<file path="config.mk">
export PLATFORM = sky130hd
export DESIGN_NAME = priority_task_scheduler
export DESIGN_NICKNAME = d
export VERILOG_FILES = /design/src/design/pts_pkg.sv /design/src/design/pts_ctrl.sv /design/src/design/pts_dp.sv /design/src/design/priority_task_scheduler.sv
export VERILOG_INCLUDE_DIRS = /design/src /design/src/design
export SDC_FILE = /design/constraint.sdc
export NUM_CORES = 1
export LEC_CHECK = 0
export BUFFER_PORTS_ARGS = -buffer_cell sky130_fd_sc_hd__buf_2
export CAP_MARGIN = 20
export CORE_MARGIN = 2
export CORE_UTILIZATION = 45
export CTS_CLUSTER_SIZE = 12
export DETAILED_ROUTE_END_ITERATION = 7
export GPL_TIMING_DRIVEN = 1
export PLACE_DENSITY_LB_ADDON = 0.1
export SYNTH_ARGS = -nofsm -noshare
export SYNTH_HDL_FRONTEND = slang
export SYNTH_SLANG_ARGS = --single-unit
</file>
<file path="constraint.sdc">
create_clock -name clk -period 4.8 [get_ports clk]
set_input_delay 1.44 -clock clk [delete_from_list [all_inputs] [get_ports clk]]
set_output_delay 1.44 -clock clk [all_outputs]
set_load 0.01 [all_outputs]
</file>
<file path="src/design/assert_macros.svh">
// Assertion macros shared by the scheduler modules.
// Each macro expects signals named clk and arst_n in the using module.
`ifndef ASSERT_MACROS_SVH
`define ASSERT_MACROS_SVH

// The consequent must hold in the same cycle as the antecedent.
`define ASSERT_SAME(label, ante, cons) \
	label: assert property (@(posedge clk) disable iff (!arst_n) (ante) |-> (cons)) \
		else $error("scheduler assertion failed");

// The consequent must hold in the cycle after the antecedent.
`define ASSERT_NEXT(label, ante, cons) \
	label: assert property (@(posedge clk) disable iff (!arst_n) (ante) |=> (cons)) \
		else $error("scheduler assertion failed");

`endif

</file>
<file path="src/design/pts_pkg.sv">
package pts_pkg;

	localparam int PTS_MAX_TASKS = 16;
	localparam int PTS_IN_DATA_W = 48;
	localparam int PTS_OUT_DATA_W = 48;
	localparam int PTS_CMD_W = 3;

	typedef enum logic [2:0] {
		CMD_TICK = 3'd0,
		CMD_SCHED = 3'd1,
		CMD_ADD = 3'd2,
		CMD_SLEEP = 3'd3,
		CMD_LAUNCH = 3'd4
	} cmd_t;

	typedef enum logic [1:0] {
		TS_READY = 2'd0,
		TS_RUNNING = 2'd1,
		TS_SLEEPING = 2'd2
	} task_st_t;

	typedef struct packed {
		logic cmd_load;
		logic exec;
		logic cur_rd;
		logic scan_rd;
		logic demote;
		logic pick;
		logic out_load;
	} pts_ctrl_t;

	typedef struct packed {
		logic [2:0] cmd;
		logic cnt_zero;
		logic scan_last;
		logic out_free;
	} pts_stat_t;

endpackage

</file>
<file path="src/design/pts_ctrl.sv">
`include "assert_macros.svh"

module pts_ctrl
	import pts_pkg::*;
(
	input logic clk,
	input logic arst_n,
	input logic s_tvalid,
	output logic s_tready,
	input pts_stat_t stat,
	output pts_ctrl_t ctrl
);

	typedef enum logic [7:0] {
		ST_IDLE = 8'b0000_0001,
		ST_EXEC = 8'b0000_0010,
		ST_CUR = 8'b0000_0100,
		ST_SCAN = 8'b0000_1000,
		ST_LAST = 8'b0001_0000,
		ST_DEMOTE = 8'b0010_0000,
		ST_PICK = 8'b0100_0000,
		ST_OUT = 8'b1000_0000
	} state_t;

	state_t state_q;
	state_t state_d;
	logic accept;

	assign s_tready = (state_q == ST_IDLE);
	assign accept = s_tvalid && s_tready;

	always_comb begin
		state_d = state_q;
		case (state_q)
			ST_IDLE: begin
				if (accept) begin
					state_d = ST_EXEC;
				end
			end
			ST_EXEC: begin
				case (stat.cmd)
					CMD_TICK: state_d = stat.cnt_zero ? ST_OUT : ST_SCAN;
					CMD_SCHED: state_d = stat.cnt_zero ? ST_OUT : ST_CUR;
					default: state_d = ST_OUT;
				endcase
			end
			ST_CUR: state_d = ST_SCAN;
			ST_SCAN: begin
				if (stat.scan_last) begin
					state_d = ST_LAST;
				end
			end
			ST_LAST: state_d = (stat.cmd == CMD_SCHED) ? ST_DEMOTE : ST_OUT;
			ST_DEMOTE: state_d = ST_PICK;
			ST_PICK: state_d = ST_OUT;
			ST_OUT: begin
				if (stat.out_free) begin
					state_d = ST_IDLE;
				end
			end
			default: state_d = ST_IDLE;
		endcase
	end

	always_ff @(posedge clk or negedge arst_n) begin
		if (!arst_n) begin
			state_q <= ST_IDLE;
		end else begin
			state_q <= state_d;
		end
	end

	always_comb begin
		ctrl.cmd_load = accept;
		ctrl.exec = (state_q == ST_EXEC);
		ctrl.cur_rd = (state_q == ST_CUR);
		ctrl.scan_rd = (state_q == ST_SCAN);
		ctrl.demote = (state_q == ST_DEMOTE);
		ctrl.pick = (state_q == ST_PICK);
		ctrl.out_load = (state_q == ST_OUT) && stat.out_free;
	end

	`ASSERT_NEXT(a_accept_exec, accept, state_q == ST_EXEC)
	`ASSERT_NEXT(a_scan_end, (state_q == ST_SCAN) && stat.scan_last, state_q == ST_LAST)

endmodule

</file>
<file path="src/design/pts_dp.sv">
`include "assert_macros.svh"

module pts_dp
	import pts_pkg::*;
#(
	parameter int MAX_TASKS = PTS_MAX_TASKS
) (
	input logic clk,
	input logic arst_n,
	input pts_ctrl_t ctrl,
	output pts_stat_t stat,
	input logic [PTS_CMD_W-1:0] s_tuser,
	input logic [PTS_IN_DATA_W-1:0] s_tdata,
	output logic m_tvalid,
	input logic m_tready,
	output logic [PTS_OUT_DATA_W-1:0] m_tdata
);

	localparam int SLOT_W = (MAX_TASKS > 1) ? $clog2(MAX_TASKS) : 1;
	localparam int CNT_W = $clog2(MAX_TASKS + 1);

	logic [1:0] status_mem [MAX_TASKS];
	logic [7:0] prio_mem [MAX_TASKS];
	logic [31:0] wake_mem [MAX_TASKS];

	logic [2:0] cmd_q;
	logic [3:0] idx_q;
	logic [7:0] prio_q;
	logic [31:0] wake_q;

	logic [CNT_W-1:0] cnt_q;
	logic [SLOT_W-1:0] current_q;
	logic present_q;
	logic [31:0] tick_q;

	logic [SLOT_W-1:0] scan_q;
	logic valid_s1;
	logic cur_s1;
	logic [SLOT_W-1:0] scan_s1;
	logic [1:0] status_s1;
	logic [7:0] prio_s1;
	logic [31:0] wake_s1;

	logic [7:0] best_q;
	logic [SLOT_W-1:0] pick_q;
	logic found_q;
	logic cur_run_q;
	logic [3:0] added_q;
	logic err_q;

	logic m_tvalid_q;
	logic [PTS_OUT_DATA_W-1:0] m_tdata_q;

	logic full;
	logic idx_ok;
	logic [SLOT_W-1:0] rd_addr;
	logic st_we;
	logic [SLOT_W-1:0] st_wa;
	logic [1:0] st_wd;
	logic wake_due;
	logic better;

	assign full = (cnt_q >= CNT_W'(MAX_TASKS));
	assign idx_ok = ({{CNT_W{1'b0}}, idx_q} < {4'b0000, cnt_q});
	assign rd_addr = ctrl.cur_rd ? current_q : scan_q;
	assign wake_due = valid_s1 && (cmd_q == CMD_TICK) && (status_s1 == TS_SLEEPING)
		&& (tick_q >= wake_s1);
	assign better = valid_s1 && (cmd_q == CMD_SCHED) && (status_s1 == TS_READY)
		&& (prio_s1 >= best_q);

	always_comb begin
		st_we = 1'b0;
		st_wa = '0;
		st_wd = TS_READY;
		if (ctrl.exec) begin
			case (cmd_q)
				CMD_ADD: begin
					st_we = !full;
					st_wa = SLOT_W'(cnt_q);
					st_wd = TS_READY;
				end
				CMD_SLEEP: begin
					st_we = idx_ok;
					st_wa = SLOT_W'(idx_q);
					st_wd = TS_SLEEPING;
				end
				CMD_LAUNCH: begin
					st_we = (cnt_q != '0);
					st_wa = '0;
					st_wd = TS_RUNNING;
				end
				default: st_we = 1'b0;
			endcase
		end else if (wake_due) begin
			st_we = 1'b1;
			st_wa = scan_s1;
			st_wd = TS_READY;
		end else if (ctrl.demote) begin
			st_we = found_q && present_q && cur_run_q;
			st_wa = current_q;
			st_wd = TS_READY;
		end else if (ctrl.pick) begin
			st_we = found_q;
			st_wa = pick_q;
			st_wd = TS_RUNNING;
		end
	end

	always_ff @(posedge clk) begin
		if (st_we) begin
			status_mem[st_wa] <= st_wd;
		end
		status_s1 <= status_mem[rd_addr];
	end

	always_ff @(posedge clk) begin
		if (ctrl.exec && (cmd_q == CMD_ADD) && !full) begin
			prio_mem[SLOT_W'(cnt_q)] <= prio_q;
		end
		prio_s1 <= prio_mem[rd_addr];
	end

	always_ff @(posedge clk) begin
		if (ctrl.exec && (cmd_q == CMD_ADD) && !full) begin
			wake_mem[SLOT_W'(cnt_q)] <= '0;
		end else if (ctrl.exec && (cmd_q == CMD_SLEEP) && idx_ok) begin
			wake_mem[SLOT_W'(idx_q)] <= wake_q;
		end
		wake_s1 <= wake_mem[rd_addr];
	end

	always_ff @(posedge clk) begin
		scan_s1 <= scan_q;
		if (ctrl.cmd_load) begin
			cmd_q <= s_tuser;
			idx_q <= s_tdata[3:0];
			prio_q <= s_tdata[11:4];
			wake_q <= s_tdata[43:12];
			best_q <= '0;
			pick_q <= '0;
			scan_q <= '0;
			added_q <= '0;
			err_q <= 1'b0;
		end else begin
			if (ctrl.scan_rd) begin
				scan_q <= scan_q + SLOT_W'(1);
			end
			if (better) begin
				best_q <= prio_s1;
				pick_q <= scan_s1;
			end
			if (cur_s1) begin
				cur_run_q <= (status_s1 == TS_RUNNING);
			end
			if (ctrl.exec) begin
				case (cmd_q)
					CMD_ADD: begin
						added_q <= full ? 4'd0 : 4'(cnt_q);
						err_q <= full;
					end
					CMD_SLEEP: err_q <= !idx_ok;
					default: err_q <= 1'b0;
				endcase
			end
		end
		if (ctrl.out_load) begin
			m_tdata_q <= {4'b0000, tick_q, err_q, added_q, cmd_q == CMD_TICK, found_q,
				present_q, 4'(current_q)};
		end
	end

	always_ff @(posedge clk or negedge arst_n) begin
		if (!arst_n) begin
			cnt_q <= '0;
			current_q <= '0;
			present_q <= 1'b0;
			tick_q <= '0;
			valid_s1 <= 1'b0;
			cur_s1 <= 1'b0;
			found_q <= 1'b0;
			m_tvalid_q <= 1'b0;
		end else begin
			valid_s1 <= ctrl.scan_rd;
			cur_s1 <= ctrl.cur_rd;
			if (ctrl.cmd_load) begin
				found_q <= 1'b0;
			end else if (better) begin
				found_q <= 1'b1;
			end
			if (ctrl.exec) begin
				case (cmd_q)
					CMD_TICK: tick_q <= tick_q + 32'd1;
					CMD_ADD: begin
						if (!full) begin
							cnt_q <= cnt_q + CNT_W'(1);
						end
					end
					CMD_LAUNCH: begin
						current_q <= '0;
						present_q <= (cnt_q != '0);
					end
					default: present_q <= present_q;
				endcase
			end
			if (ctrl.pick && found_q) begin
				current_q <= pick_q;
				present_q <= 1'b1;
			end
			if (ctrl.out_load) begin
				m_tvalid_q <= 1'b1;
			end else if (m_tready) begin
				m_tvalid_q <= 1'b0;
			end
		end
	end

	always_comb begin
		stat.cmd = cmd_q;
		stat.cnt_zero = (cnt_q == '0);
		stat.scan_last = ((CNT_W'(scan_q) + CNT_W'(1)) == cnt_q);
		stat.out_free = !m_tvalid_q || m_tready;
	end

	assign m_tvalid = m_tvalid_q;
	assign m_tdata = m_tdata_q;

	`ASSERT_SAME(a_cnt_max, 1'b1, cnt_q <= CNT_W'(MAX_TASKS))
	`ASSERT_SAME(a_cur_filled, present_q, {1'b0, CNT_W'(current_q)} < {1'b0, cnt_q})

endmodule

</file>
<file path="src/design/priority_task_scheduler.sv">
// Fixed-priority task scheduler with a table of up to MAX_TASKS tasks.
// Commands arrive as words on the s_ channel: tick, schedule, add task,
// sleep task and launch, with the command code in s_tuser. Each command
// yields exactly one status word on the m_ channel that reports the current
// task, the switch, schedule request, added slot and error flags, and the
// tick count after the command.
// Add, sleep, launch and unknown commands go from acceptance through the
// execute and output states to the result word. A tick and a schedule both
// walk the task table one slot per cycle through its single read port. With
// an empty table a tick or a schedule skips the walk and goes straight to
// the output state like the other commands.
// One command is worked on at a time; s_tready is high only while the block
// waits for a command. The result sits in an output register, so a stalled
// receiver holds the result word and the next command is still accepted;
// only that command's result waits until the register is free.
// Reset clears the task count, current task and tick counter at once; the
// task table itself needs no clearing, since only filled slots are read.
module priority_task_scheduler
	import pts_pkg::*;
#(
	parameter int MAX_TASKS = PTS_MAX_TASKS
) (
	input logic clk,
	input logic arst_n,
	input logic s_tvalid,
	output logic s_tready,
	// Fields from bit 0 up: task_index[3:0], new_priority[11:4],
	// wake_tick[43:12], zero fill.
	input logic [PTS_IN_DATA_W-1:0] s_tdata,
	// Fields from bit 0 up: cmd[2:0].
	input logic [PTS_CMD_W-1:0] s_tuser,
	output logic m_tvalid,
	input logic m_tready,
	// Fields from bit 0 up: running_task[3:0], running_valid[4], switched[5],
	// schedule_request[6], added_slot[10:7], error[11], tick_count[43:12],
	// zero fill.
	output logic [PTS_OUT_DATA_W-1:0] m_tdata
);

	pts_ctrl_t ctrl;
	pts_stat_t stat;

	pts_ctrl u_ctrl (
		.clk(clk),
		.arst_n(arst_n),
		.s_tvalid(s_tvalid),
		.s_tready(s_tready),
		.stat(stat),
		.ctrl(ctrl)
	);

	pts_dp #(
		.MAX_TASKS(MAX_TASKS)
	) u_dp (
		.clk(clk),
		.arst_n(arst_n),
		.ctrl(ctrl),
		.stat(stat),
		.s_tuser(s_tuser),
		.s_tdata(s_tdata),
		.m_tvalid(m_tvalid),
		.m_tready(m_tready),
		.m_tdata(m_tdata)
	);

endmodule

</file>
Yosys cells after proc, flatten, opt, wreduce, memory -nomap -nowiden
Memory sizes are Yosys's and may differ from the RTL's. A register that Yosys moved wholly into a read port is not among the register bits.
Index checks and enable logic that the tools add are counted.

storage, ports and cells
  logic and storage cells = 132
  input port bits = 55
  output and inout port bits = 50
  RAM bits = 672
  memories kept = 3
  register bits after elaboration = 171

operators by class
  bitwise operators = 2
  multiplexer cells = 46
  magnitude comparators = 4
  equality and inequality tests = 18
  reduce and logical (&&, ||, !) cells = 34
  add/sub/neg operators = 4

memories
  memory           words  bits a word  rd ports  clocked after Yosys merged registers in  write ports  RTL line      source
  u_dp.wake_mem    16     32           1         1                                        1            pts_dp.sv:24  logic [31:0] wake_mem [MAX_TASKS];
  u_dp.prio_mem    16     8            1         1                                        1            pts_dp.sv:23  logic [7:0] prio_mem [MAX_TASKS];
  u_dp.status_mem  16     2            1         1                                        1            pts_dp.sv:22  logic [1:0] status_mem [MAX_TASKS];

operators with widths
  cell                                           number
  one-hot mux 8 bit (8 select lines)             1
  2-to-1 mux 8 bit                               6
  2-to-1 mux 4 bit                               10
  adder 32 x 1 -> 32 bit, second input constant  1
  >= comparator 32 bit                           1
  2-to-1 mux 32 bit                              1
  OR reduction 32 bit                            1
  2-to-1 mux 1 bit                               20
  one-hot mux 8 bit (2 select lines)             1
  logical AND 1 bit                              15
  == test 8 x 1 -> 1 bit, second input constant  1
  == test 8 x 2 -> 1 bit, second input constant  1
  == test 8 x 3 -> 1 bit, second input constant  1
  == test 8 x 4 -> 1 bit, second input constant  1
  == test 8 x 5 -> 1 bit, second input constant  1
  == test 8 x 6 -> 1 bit, second input constant  1
  == test 8 x 7 -> 1 bit, second input constant  1
  == test 8 bit, second input constant           1
  >= comparator 8 bit                            1
  one-hot mux 4 bit (2 select lines)             1
  AND reduction 2 bit                            4
  nonzero test 2 bit                             4
  == test 3 x 2 -> 1 bit, second input constant  2
  2-to-1 mux 2 bit                               3
  other kinds (23)                               28

Logic depth before layout (Yosys ltp)
Gate-level depths: netlist of the first run.

  depth after elaboration = 8
  depth in mapped cells = 11
  gate-level depth less buffers = 10

Hierarchy
From an unflattened synthesis of the first run, not the netlist that was laid out.

second synthesis, totals
  cells, all modules = 1932
  area total of the unflattened synthesis = 34752.1 µm²

by module, submodules not included
  module    area an instance (µm²)  instances  cells an instance  seq. area each (µm²)
  pts_dp    34205.3                 1          1870               25434.4
  pts_ctrl  546.8                   1          62                 201.4

Least setup slack after synthesis of the first run
OpenSTA, ideal clock, no wires.

  path kind = reg2reg
  from = register u_ctrl.state_q[3]
  to = memory u_dp.wake_mem[4][0], enable pin
  clock period less this slack = 4.092 ns
  path slack = 0.708 ns
  required time = 4.379 ns
  cell stages (with the launch flop) = 7
  setup time = 0.421 ns
  arrival time = 3.671 ns
  cell sequence = dfrtp_1 > or4_4 > nor4_1 > o2111a_1 > buf_2 > a31oi_1 > nor2_1

between the ends
  cells in the longest elaborated chain, start to end = 8

RTL lines
  what                                                                   RTL line        source
  start, declared                                                        pts_ctrl.sv:25  state_t state_q;
  start signal, assigned                                                 pts_ctrl.sv:69  state_q <= state_d;
  == test 8 x 2 -> 1 bit *                                               pts_ctrl.sv:75  ctrl.exec = (state_q == ST_EXEC);
  logical AND 1 bit (2 in series)                                        pts_dp.sv:126   end else if (ctrl.exec && (cmd_q == CMD_SLEEP) && idx_ok) begin
  2-to-1 mux 1 bit                                                       pts_dp.sv:126
  2-to-1 mux 1 bit                                                       pts_dp.sv:124   if (ctrl.exec && (cmd_q == CMD_ADD) && !full) begin
  2-to-1 mux 1 bit (implied by the code)                                 pts_dp.sv:127   wake_mem[SLOT_W'(idx_q)] <= wake_q;
  OR reduction 32 bit (no line)                                          --
  2-to-1 mux 4 bit (no line) / 2-to-1 mux 1 bit (equally long branches)  --
  end, declared                                                          pts_dp.sv:24

Every way passes the cells marked *; elsewhere a longest branch is shown, timed or not.

Final worst setup path of the first run
  from = register u_ctrl.state_q[3]
  to = output port s_tready

between the ends
  cells in the longest elaborated chain, start to end = 1

RTL lines
  what                    RTL line                       source
  == test 8 x 1 -> 1 bit  pts_ctrl.sv:29                 assign s_tready = (state_q == ST_IDLE);
  end, declared           priority_task_scheduler.sv:26  output logic s_tready,

No other way between the ends.

==> results of run 1 <==
## where the power goes
part	internal, W	switching, W	total, W
registers	0.00856	0.000181	0.00875
clock network	0.00411	0.00290	0.00701
logic	0.000237	0.000426	0.000663
total	0.0129	0.00351	0.0164
## registers in the layout (all words and copies together), names as in the netlist, 32 cells and up
signal           flops
u_dp.wake_q         32
u_dp.status_mem     32
u_dp.wake_s1        32
u_dp.wake_mem      512
u_dp.tick_q         32
u_dp.m_tdata        44
u_dp.prio_mem      128
## how the worst max path moves through the flow
stage | startpoint | end | cells past startpoint
6_report | u_ctrl.state_q[3]$_DFFE_PN0P_ | s_tready | 4
3_5_place_dp | u_ctrl.state_q[3]$_DFFE_PN0P_ | u_dp.wake_mem[6][13]$_DFFE_PP_ | 8
3_3_place_gp | u_ctrl.state_q[3]$_DFFE_PN0P_ | u_dp.wake_mem[5][14]$_DFFE_PP_ | 8
5_1_grt | u_ctrl.state_q[3]$_DFFE_PN0P_ | u_dp.wake_mem[13][25]$_DFFE_PP_ | 8
4_1_cts | u_ctrl.state_q[3]$_DFFE_PN0P_ | s_tready | 4
2_1_floorplan | u_ctrl.state_q[3]$_DFFE_PN0P_ | u_dp.wake_mem[4][0]$_DFFE_PP_ | 6
## cell usage after synthesis (all sizes together), types with 28 or more instances
| cell type | count |
|---|---|
| edfxtp | 764 |
| ha | 49 |
| dfxtp | 67 |
| clkbuf | 46 |
| buf | 43 |
| inv | 53 |
| nor2 | 76 |
| a31oi | 47 |
| a211oi | 45 |
| and2 | 77 |
| dfrtp | 53 |
| nand2 | 162 |
| mux4 | 168 |
| a21oi | 30 |
| xnor2 | 28 |
## final cells by class
class | instances | area, sq um | share of cell area, %
clock buffers | 148 | 2760 | 6.95
clock inverters | 27 | 263 | 0.663
inverters | 53 | 200 | 0.505
multi-input cells | 877 | 8430 | 21.3
flip-flops and latches | 885 | 25600 | 64.7
well taps | 1030 | 1290 | 3.25
repair buffers | 162 | 1080 | 2.71
## worst max-delay path, delay by kind of cell (launching register included)
kind,cells,cell delay (ns)
AND/OR/NAND/NOR,3,1.24
flip-flops,1,0.42
buffers and inverters,1,0.21
## per-stage QoR
| step | cell area, sq um | std cells | hold slack (ns) | util [%] |
|---|---|---|---|---|
| 3_5_place_dp | 36600 | 3007 | 0.435 | 48.2 |
| 6_report | 39600 | 3182 | 0.445 | 52.2 |
| 3_3_place_gp | 36600 | 3007 | 0.432 | 48.2 |
| 5_1_grt | 39600 | 3182 | 0.457 | 52.2 |
| 4_1_cts | 39600 | 3182 | 0.447 | 52.2 |
| 2_1_floorplan | 34600 | 1904 | 0.354 | - |
## routing by layer
metal	up-vias	track usage (%)	wire length, um
li1	7815	-	-
met1	9196	29.2	35500
met2	415	32.1	36500
met3	106	2.69	3690
met4	0	5.58	1530
met5	-	0	0
## cell usage in the layout, fill, tap and decap left out, types with 30 or more instances in the layout
master and n:
sky130_fd_sc_hd__a211oi_1 45, sky130_fd_sc_hd__a21oi_1 30, sky130_fd_sc_hd__a31oi_1 47, sky130_fd_sc_hd__and2_1 72, sky130_fd_sc_hd__buf_2 96, sky130_fd_sc_hd__buf_4 58, sky130_fd_sc_hd__clkbuf_1 35, sky130_fd_sc_hd__clkbuf_16 95
sky130_fd_sc_hd__dfrtp_1 53, sky130_fd_sc_hd__dfxtp_1 67, sky130_fd_sc_hd__edfxtp_1 764, sky130_fd_sc_hd__ha_1 49, sky130_fd_sc_hd__inv_1 52, sky130_fd_sc_hd__mux4_2 168, sky130_fd_sc_hd__nand2_1 162, sky130_fd_sc_hd__nor2_1 58
## logic make-up (layout without fill, tap and decap cells)
family                     count (synthesis)  count (layout)
DFF                                      885             885
AOI/OAI and AO/OA                        167             167
and+or+nand+nor                          417             417
buffers and inverters                    142             390
xor gates and xnor gates                  42              42
adders and majority gates                 49              49
other                                      1               4
muxes                                    198             198
==> tab_implementation.tex, run 1 <==
\begin{tabular}{lr}
\hline
Metric & Value \\
\hline
\multicolumn{2}{l}{\textbf{Status}} \\
\quad Run status & complete, no violations \\
\multicolumn{2}{l}{\textbf{Route}} \\
\quad Total vias in the final route & roughly 18000 \\
\quad DRC violation total after the first TritonRoute iteration & roughly 1300 \\
\quad Total DRC errors in the routed layout & 0 \\
\quad Average wire per cell in the routed design & 24.3 um \\
\quad Number of nets still failing antenna checks after routing & 0 \\
\quad Mean number of vias per cell & roughly 5.5 \\
\quad Number of detailed-route iterations in the first pass & 5 \\
\quad Total wirelength of the detailed-routed design & slightly below 80000 um \\
\multicolumn{2}{l}{\textbf{STA}} \\
\quad Min cycle time layout & around 4.0 ns \\
\quad Worst slew slack as a fraction of its limit & roughly 28\% \\
\quad PnR worst setup slack & between 0.8 and 0.9 ns \\
\quad Total negative setup slack & 0 ns \\
\quad Final Max Slew Viols & 0 \\
\quad Final period util & 82.4\% \\
\quad Top achievable clock speed & between 200 and 300 MHz \\
\quad Number of endpoints with negative hold slack in the final report & 0 \\
\quad Worst clock skew on the final layout & 0.0190 ns \\
\quad Final setup violation count & 0 \\
\quad Slew @ Worst Pin & between 1 and 1.5 ns \\
\quad RSZ-0062 raised after global routing & false \\
\multicolumn{2}{l}{\textbf{GRT}} \\
\quad First-pass GRT wire length & between 100000 and 150000 um \\
\quad Pin count of the biggest net entering global routing & a little under 70 \\
\quad Overall track demand over capacity in global routing & approximately 20\% \\
\quad Antenna violations before repair & 1 \\
\quad Total grt overflow & 0 \\
\quad Number of global-route vias before repair & $\sim$18000 \\
\multicolumn{2}{l}{\textbf{Flow run}} \\
\quad Max-cap viol count & 0 \\
\multicolumn{2}{l}{\textbf{Clock network}} \\
\quad Post CTS Setup Buffer Count & 0 \\
\quad Hold Buf Count CTS & 0 \\
\quad H-Tree Level Count & 3 \\
\quad Number of CTS-inserted buffers & 94 \\
\quad Resized cells post-CTS & 0 \\
\quad Clock tree from TritonCTS & built \\
\quad Worst-Skew Late Latency & $\sim$0.65 ns \\
\quad Total number of clock tree sinks & 885 \\
\quad Number of buffers on the longest clock path & 3 \\
\quad Clock root buffer master & sky130\_fd\_sc\_hd\_\_clkbuf\_16 \\
\quad Clock-pin slew of the registers on the worst-case setup and hold paths & roughly 0.06 ns \\
\multicolumn{2}{l}{\textbf{Yosys}} \\
\quad Compound-gate portion of the synthesized area & about 3.2\% \\
\quad Synthesis Warnings & 0 \\
\quad Synthesis-stage register bit count & around 900 \\
\quad Sequential area share after synthesis & between 70\% and 80\% \\
\quad Yosys top cell by area & sky130\_fd\_sc\_hd\_\_edfxtp\_1 \\
\quad Number of library cell types mapped by synthesis & 69 \\
\quad Fraction of synthesized cell area taken by the top area cell type & approximately two thirds \\
\quad Area of the mapped netlist & between 30000 and 40000 sq um \\
\quad Most area-consuming cells after synthesis & sky130\_fd\_sc\_hd\_\_edfxtp\_1 66\%, sky130\_fd\_sc\_hd\_\_mux4\_2 11\%, sky130\_fd\_sc\_hd\_\_dfxtp\_1 3.9\% \\
\quad Primary FF master, synth & sky130\_fd\_sc\_hd\_\_edfxtp\_1 \\
\quad Number of flops mapped to enable cells by yosys & $\sim$760 \\
\quad Share of synthesized cell area in and, or, nand and nor gates & 5.89\% \\
\quad Avg Cell Area, Syn & 18.2 sq um \\
\quad Synth Instances & between 1500 and 2000 \\
\quad Multiplexer fraction of the synthesized cell area & 11.9\% \\
\quad Largest family of logic cells by synthesized area & multiplexers \\
\quad Ys async rst share & between 6 and 7\% \\
\quad Adder-cell area share of the yosys netlist & under 10\% \\
\quad Xor and xnor area share after synthesis & 1.06\% \\
\multicolumn{2}{l}{\textbf{Setup path}} \\
\quad Worst Path Max Fanout & 4 \\
\quad Critical path data arrival time & 2.51 ns \\
\quad Data required time at the worst endpoint & approximately 3.4 ns \\
\quad Class of the most critical setup path & reg2out \\
\quad Endpoint of the most critical register-to-register path & u\_dp.wake\_mem[13][25]\$\_DFFE\_PP\_ \\
\quad Reg-to-reg setup timing slack & approximately 0.85 ns \\
\quad Type of destination of the critical path & output pin \\
\quad Maximum single-stage delay on the critical path & 0.56 ns \\
\quad Reg-to-reg startpoint & u\_ctrl.state\_q[3]\$\_DFFE\_PN0P\_ \\
\quad Cell count of the worst reg-to-reg path & 8 \\
\quad Critical-path cell list & or4\_4 -> or3\_1 -> nor3b\_1 -> buf\_2 \\
\quad Critical-path top delay cell & sky130\_fd\_sc\_hd\_\_or4\_4 \\
\quad Critical path launch point type & flip-flop \\
\multicolumn{2}{l}{\textbf{Placed design}} \\
\quad HPWL Detailed & 43500 um \\
\quad Routability-driven placement congestion ratio & approximately 0.81 \\
\quad IO buf count & 96 \\
\quad Worst slack at placement & about 0.83 ns \\
\multicolumn{2}{l}{\textbf{Die}} \\
\quad Starting Density & 45.5\% \\
\quad Core Box Area & roughly 76000 sq um \\
\quad Horizontal die dimension & between 200 and 300 um \\
\quad Row count & roughly 100 \\
\quad Chip Height & 281 um \\
\quad Die area & between 70000 and 80000 sq um \\
\quad IO Pins & between 100 and 150 \\
\multicolumn{2}{l}{\textbf{Cells and area}} \\
\quad Area Growth Syn to Fin & 14.6\% \\
\quad Final-stage net count & about 2200 \\
\quad Antenna Cells & 0 \\
\quad Number of fill cells & 6155 \\
\quad Fraction of layout cells with a size suffix above 1 & 23.3\% \\
\multicolumn{2}{l}{\textbf{Pwr}} \\
\quad Cell Pwr Density & roughly 410 nW/um\^{}2 \\
\quad Worst IR Drop VDD & 0.266 mV \\
\quad Static leakage power & 14.7 nW \\
\quad Total power & roughly 0.016 W \\
\multicolumn{2}{l}{\textbf{Hold path}} \\
\quad Number of cells on the worst hold path & 0 \\
\quad Worst Hold Launch & u\_dp.added\_q[2]\$\_SDFFE\_PP0P\_ \\
\quad Endpoint of the worst hold-timing path & u\_dp.m\_tdata[9]\$\_DFFE\_PP\_ \\
\quad Type of the worst min-delay path & reg2reg \\
\hline
\end{tabular}
Power figures use the tool's default switching activity.
==> run 2, diff against run 1 <==
==> constraint.sdc (replaced) <==
create_clock -name clk -period 3.5 [get_ports clk]
set_input_delay 1.05 -clock clk [delete_from_list [all_inputs] [get_ports clk]]
set_output_delay 1.05 -clock clk [all_outputs]
set_load 0.01 [all_outputs]
==> tab_implementation.tex, run 2 (synthesized netlist as in run 1, its figures left out) <==
\begin{tabular}{lr}
\hline
Metric & Value \\
\hline
\multicolumn{2}{l}{\textbf{STA}} \\
\quad Total negative setup slack & 0 ns \\
\quad Final period util & a little over nine tenths \\
\quad Slew @ Worst Pin & $\sim$1.0 ns \\
\quad Worst slew slack as a fraction of its limit & around 32\% \\
\quad Top achievable clock speed & slightly below 300 MHz \\
\quad Min cycle time layout & 3.45 ns \\
\quad Final setup violation count & 0 \\
\quad Final Max Slew Viols & 0 \\
\quad Worst hold-check slack & approximately 0.43 ns \\
\quad Number of endpoints with negative hold slack in the final report & 0 \\
\quad Worst clock skew on the final layout & $\sim$0.016 ns \\
\quad RSZ-0062 raised after global routing & true \\
\multicolumn{2}{l}{\textbf{Setup path}} \\
\quad Critical path launch point type & flip-flop \\
\quad Maximum single-stage delay on the critical path & 0.57 ns \\
\quad Critical path data arrival time & between 2 and 2.5 ns \\
\quad Worst Path Max Fanout & 4 \\
\quad Logic depth of the worst setup path including buffers & 4 \\
\quad Type of destination of the critical path & output pin \\
\quad Buffers and inverters on the worst path & 1 \\
\quad Critical-path cell list & or4\_4 -> or3\_4 -> nor3b\_2 -> buf\_2 \\
\quad Data required time at the worst endpoint & between 2 and 2.5 ns \\
\quad Reg-to-reg startpoint & u\_ctrl.state\_q[1]\$\_DFFE\_PN0P\_ \\
\quad Cell count of the worst reg-to-reg path & 10 \\
\quad Critical-path top delay cell & sky130\_fd\_sc\_hd\_\_or4\_4 \\
\quad Reg-to-reg setup timing slack & $\sim$0.15 ns \\
\quad Endpoint of the most critical register-to-register path & u\_dp.prio\_s1[2]\$\_DFF\_P\_ \\
\quad CP delay by family, top & simple AND/OR/NAND/NOR gates \\
\quad Class of the most critical setup path & reg2out \\
\quad Source of the critical timing path & u\_ctrl.state\_q[3]\$\_DFFE\_PN0P\_ \\
\quad Worst setup path endpoint & s\_tready \\
\multicolumn{2}{l}{\textbf{Placed design}} \\
\quad IO buf count & between 90 and 100 \\
\quad HPWL Detailed & slightly below 50000 um \\
\quad Routability-driven placement congestion ratio & $\sim$0.80 \\
\quad Post-detailed-placement cell area & around 38000 sq um \\
\multicolumn{2}{l}{\textbf{Status}} \\
\quad Run status & complete, no violations \\
\multicolumn{2}{l}{\textbf{Clock network}} \\
\quad Clock tree from TritonCTS & built \\
\quad Clock root buffer master & sky130\_fd\_sc\_hd\_\_clkbuf\_16 \\
\quad Total number of clock tree sinks & 885 \\
\quad H-Tree Level Count & 3 \\
\quad Number of buffers on the longest clock path & 3 \\
\quad Clock-pin slew of the registers on the worst-case setup and hold paths & about 0.060 ns \\
\quad Number of CTS-inserted buffers & 94 \\
\quad Worst-Skew Late Latency & around 0.63 ns \\
\multicolumn{2}{l}{\textbf{Flow run}} \\
\quad Max-cap viol count & 0 \\
\multicolumn{2}{l}{\textbf{Cells and area}} \\
\quad Most common cell after layout, fill and taps aside & sky130\_fd\_sc\_hd\_\_edfxtp\_1 \\
\quad Fraction of layout cells with a size suffix above 1 & between 20 and 30\% \\
\quad Final-stage net count & 2254 \\
\quad Area Growth Syn to Fin & 17.8\% \\
\quad Register containing the most flip-flops in the final layout & u\_dp.wake\_mem \\
\quad Final Instance Area & $\sim$40000 sq um \\
\quad Max reg flops & between 500 and 600 \\
\quad Commonest cells after routing, fill and taps aside & 764 x sky130\_fd\_sc\_hd\_\_edfxtp\_1, 168 x sky130\_fd\_sc\_hd\_\_mux4\_2, 162 x sky130\_fd\_sc\_hd\_\_nand2\_1 \\
\quad Finished Core Util & 53.6\% \\
\quad Antenna Cells & 0 \\
\multicolumn{2}{l}{\textbf{Route}} \\
\quad Total DRC errors in the routed layout & 0 \\
\quad Total wirelength of the detailed-routed design & 79000 um \\
\quad Mean number of vias per cell & around 5.5 \\
\quad DRC violation total after the first TritonRoute iteration & about 1300 \\
\quad Number of detailed-route iterations in the first pass & 5 \\
\quad Number of nets still failing antenna checks after routing & 0 \\
\quad Total vias in the final route & 17900 \\
\quad Average wire per cell in the routed design & around 24 um \\
\multicolumn{2}{l}{\textbf{Die}} \\
\quad Die area & 79100 sq um \\
\quad IO Pins & approximately 110 \\
\quad Chip Height & $\sim$280 um \\
\quad Starting Density & 45.5\% \\
\quad Core Box Area & about 76000 sq um \\
\quad Row count & a little over 100 \\
\quad Horizontal die dimension & between 200 and 300 um \\
\multicolumn{2}{l}{\textbf{GRT}} \\
\quad Number of global-route vias before repair & 18700 \\
\quad Total grt overflow & 0 \\
\quad Antenna violations before repair & 2 \\
\quad Overall track demand over capacity in global routing & 20.4\% \\
\quad First-pass GRT wire length & 118000 um \\
\quad Pin count of the biggest net entering global routing & 45 \\
\multicolumn{2}{l}{\textbf{Hold path}} \\
\quad Type of the worst min-delay path & reg2reg \\
\multicolumn{2}{l}{\textbf{Pwr}} \\
\quad Static leakage power & about 15 nW \\
\quad Worst IR Drop VDD & $\sim$0.27 mV \\
\quad Cell Pwr Density & between 500 and 600 nW/um\^{}2 \\
\hline
\end{tabular}
run 2: cell types whose count changed in the layout (fill, tap and decap cells not counted), sizes merged:
cell and delta:
inv -4, clkbuf -12, bufinv +4, buf +77, clkinv +10
run 2: area by class of cell:
cell class / instances / area, sq um
clock inverters: 37 / 364
flip-flops and latches: 885 / 25600
clock buffers: 136 / 2590
well taps: 1030 / 1290
multi-input cells: 877 / 8490
inverters: 53 / 200
fillers: 6049 / 35200
repair buffers: 239 / 2150
run 2: worst min path at each step:
stage | slack, ns | cells past startpoint | endpoint | start
5_1_grt | 0.46 | 0 | u_dp.m_tdata[8]$_DFFE_PP_ | u_dp.added_q[1]$_SDFFE_PP0P_
4_1_cts | 0.44 | 0 | u_dp.m_tdata[8]$_DFFE_PP_ | u_dp.added_q[1]$_SDFFE_PP0P_
2_1_floorplan | 0.35 | 0 | u_dp.scan_s1[0]$_DFF_P_ | u_dp.scan_q[0]$_SDFFE_PP0P_
6_report | 0.43 | 0 | u_dp.m_tdata[8]$_DFFE_PP_ | u_dp.added_q[1]$_SDFFE_PP0P_
3_3_place_gp | 0.42 | 0 | u_dp.m_tdata[8]$_DFFE_PP_ | u_dp.added_q[1]$_SDFFE_PP0P_
3_5_place_dp | 0.43 | 0 | u_dp.m_tdata[8]$_DFFE_PP_ | u_dp.added_q[1]$_SDFFE_PP0P_
run 2: report_power, final:
group	total [W]	internal (W)	switching (W)
logic	0.00103	0.000396	0.000631
clock network	0.00954	0.00564	0.00390
registers	0.0120	0.0117	0.000226
total	0.0225	0.0178	0.00476
run 2: per-layer routing:
| layer | global-route usage [%] | vias up | share of wire (%) |
|---|---|---|---|
| met1 | 29.3 | 9385 | 45 |
| met3 | 3.34 | 88 | 5.1 |
| met2 | 33.1 | 444 | 48 |
| li1 | - | 7967 | - |
| met4 | 4.65 | 0 | 1.5 |
| met5 | 0 | - | 0 |
run 2: timing repair:
action | in CTS | in global routing
pin swaps | 0 | 2
hold buffers | 0 | 0
endpoints found under the setup margin | 1 | 60
gates resized for setup | 1 | 14
buffers inserted | 0 | 1
run 2: worst register-to-register path: cells and delay by family, from the launching register on:
| family | cells | cell delay, ns |
|---|---|---|
| compound gates | 2 | 0.53 |
| mux | 2 | 0.76 |
| simple gates | 4 | 1.08 |
| buf+inv | 2 | 0.42 |
| flops | 1 | 0.41 |
run 2: metrics by stage:
step                cells  worst slack (ns)  power, W
global placement     3083             0.158    0.0132
finish               3257            0.0472    0.0225
floorplan            1904            -0.133    0.0127
global route         3257           -0.0130    0.0233
CTS                  3256            0.0192    0.0228
detailed placement   3083            0.0855    0.0132
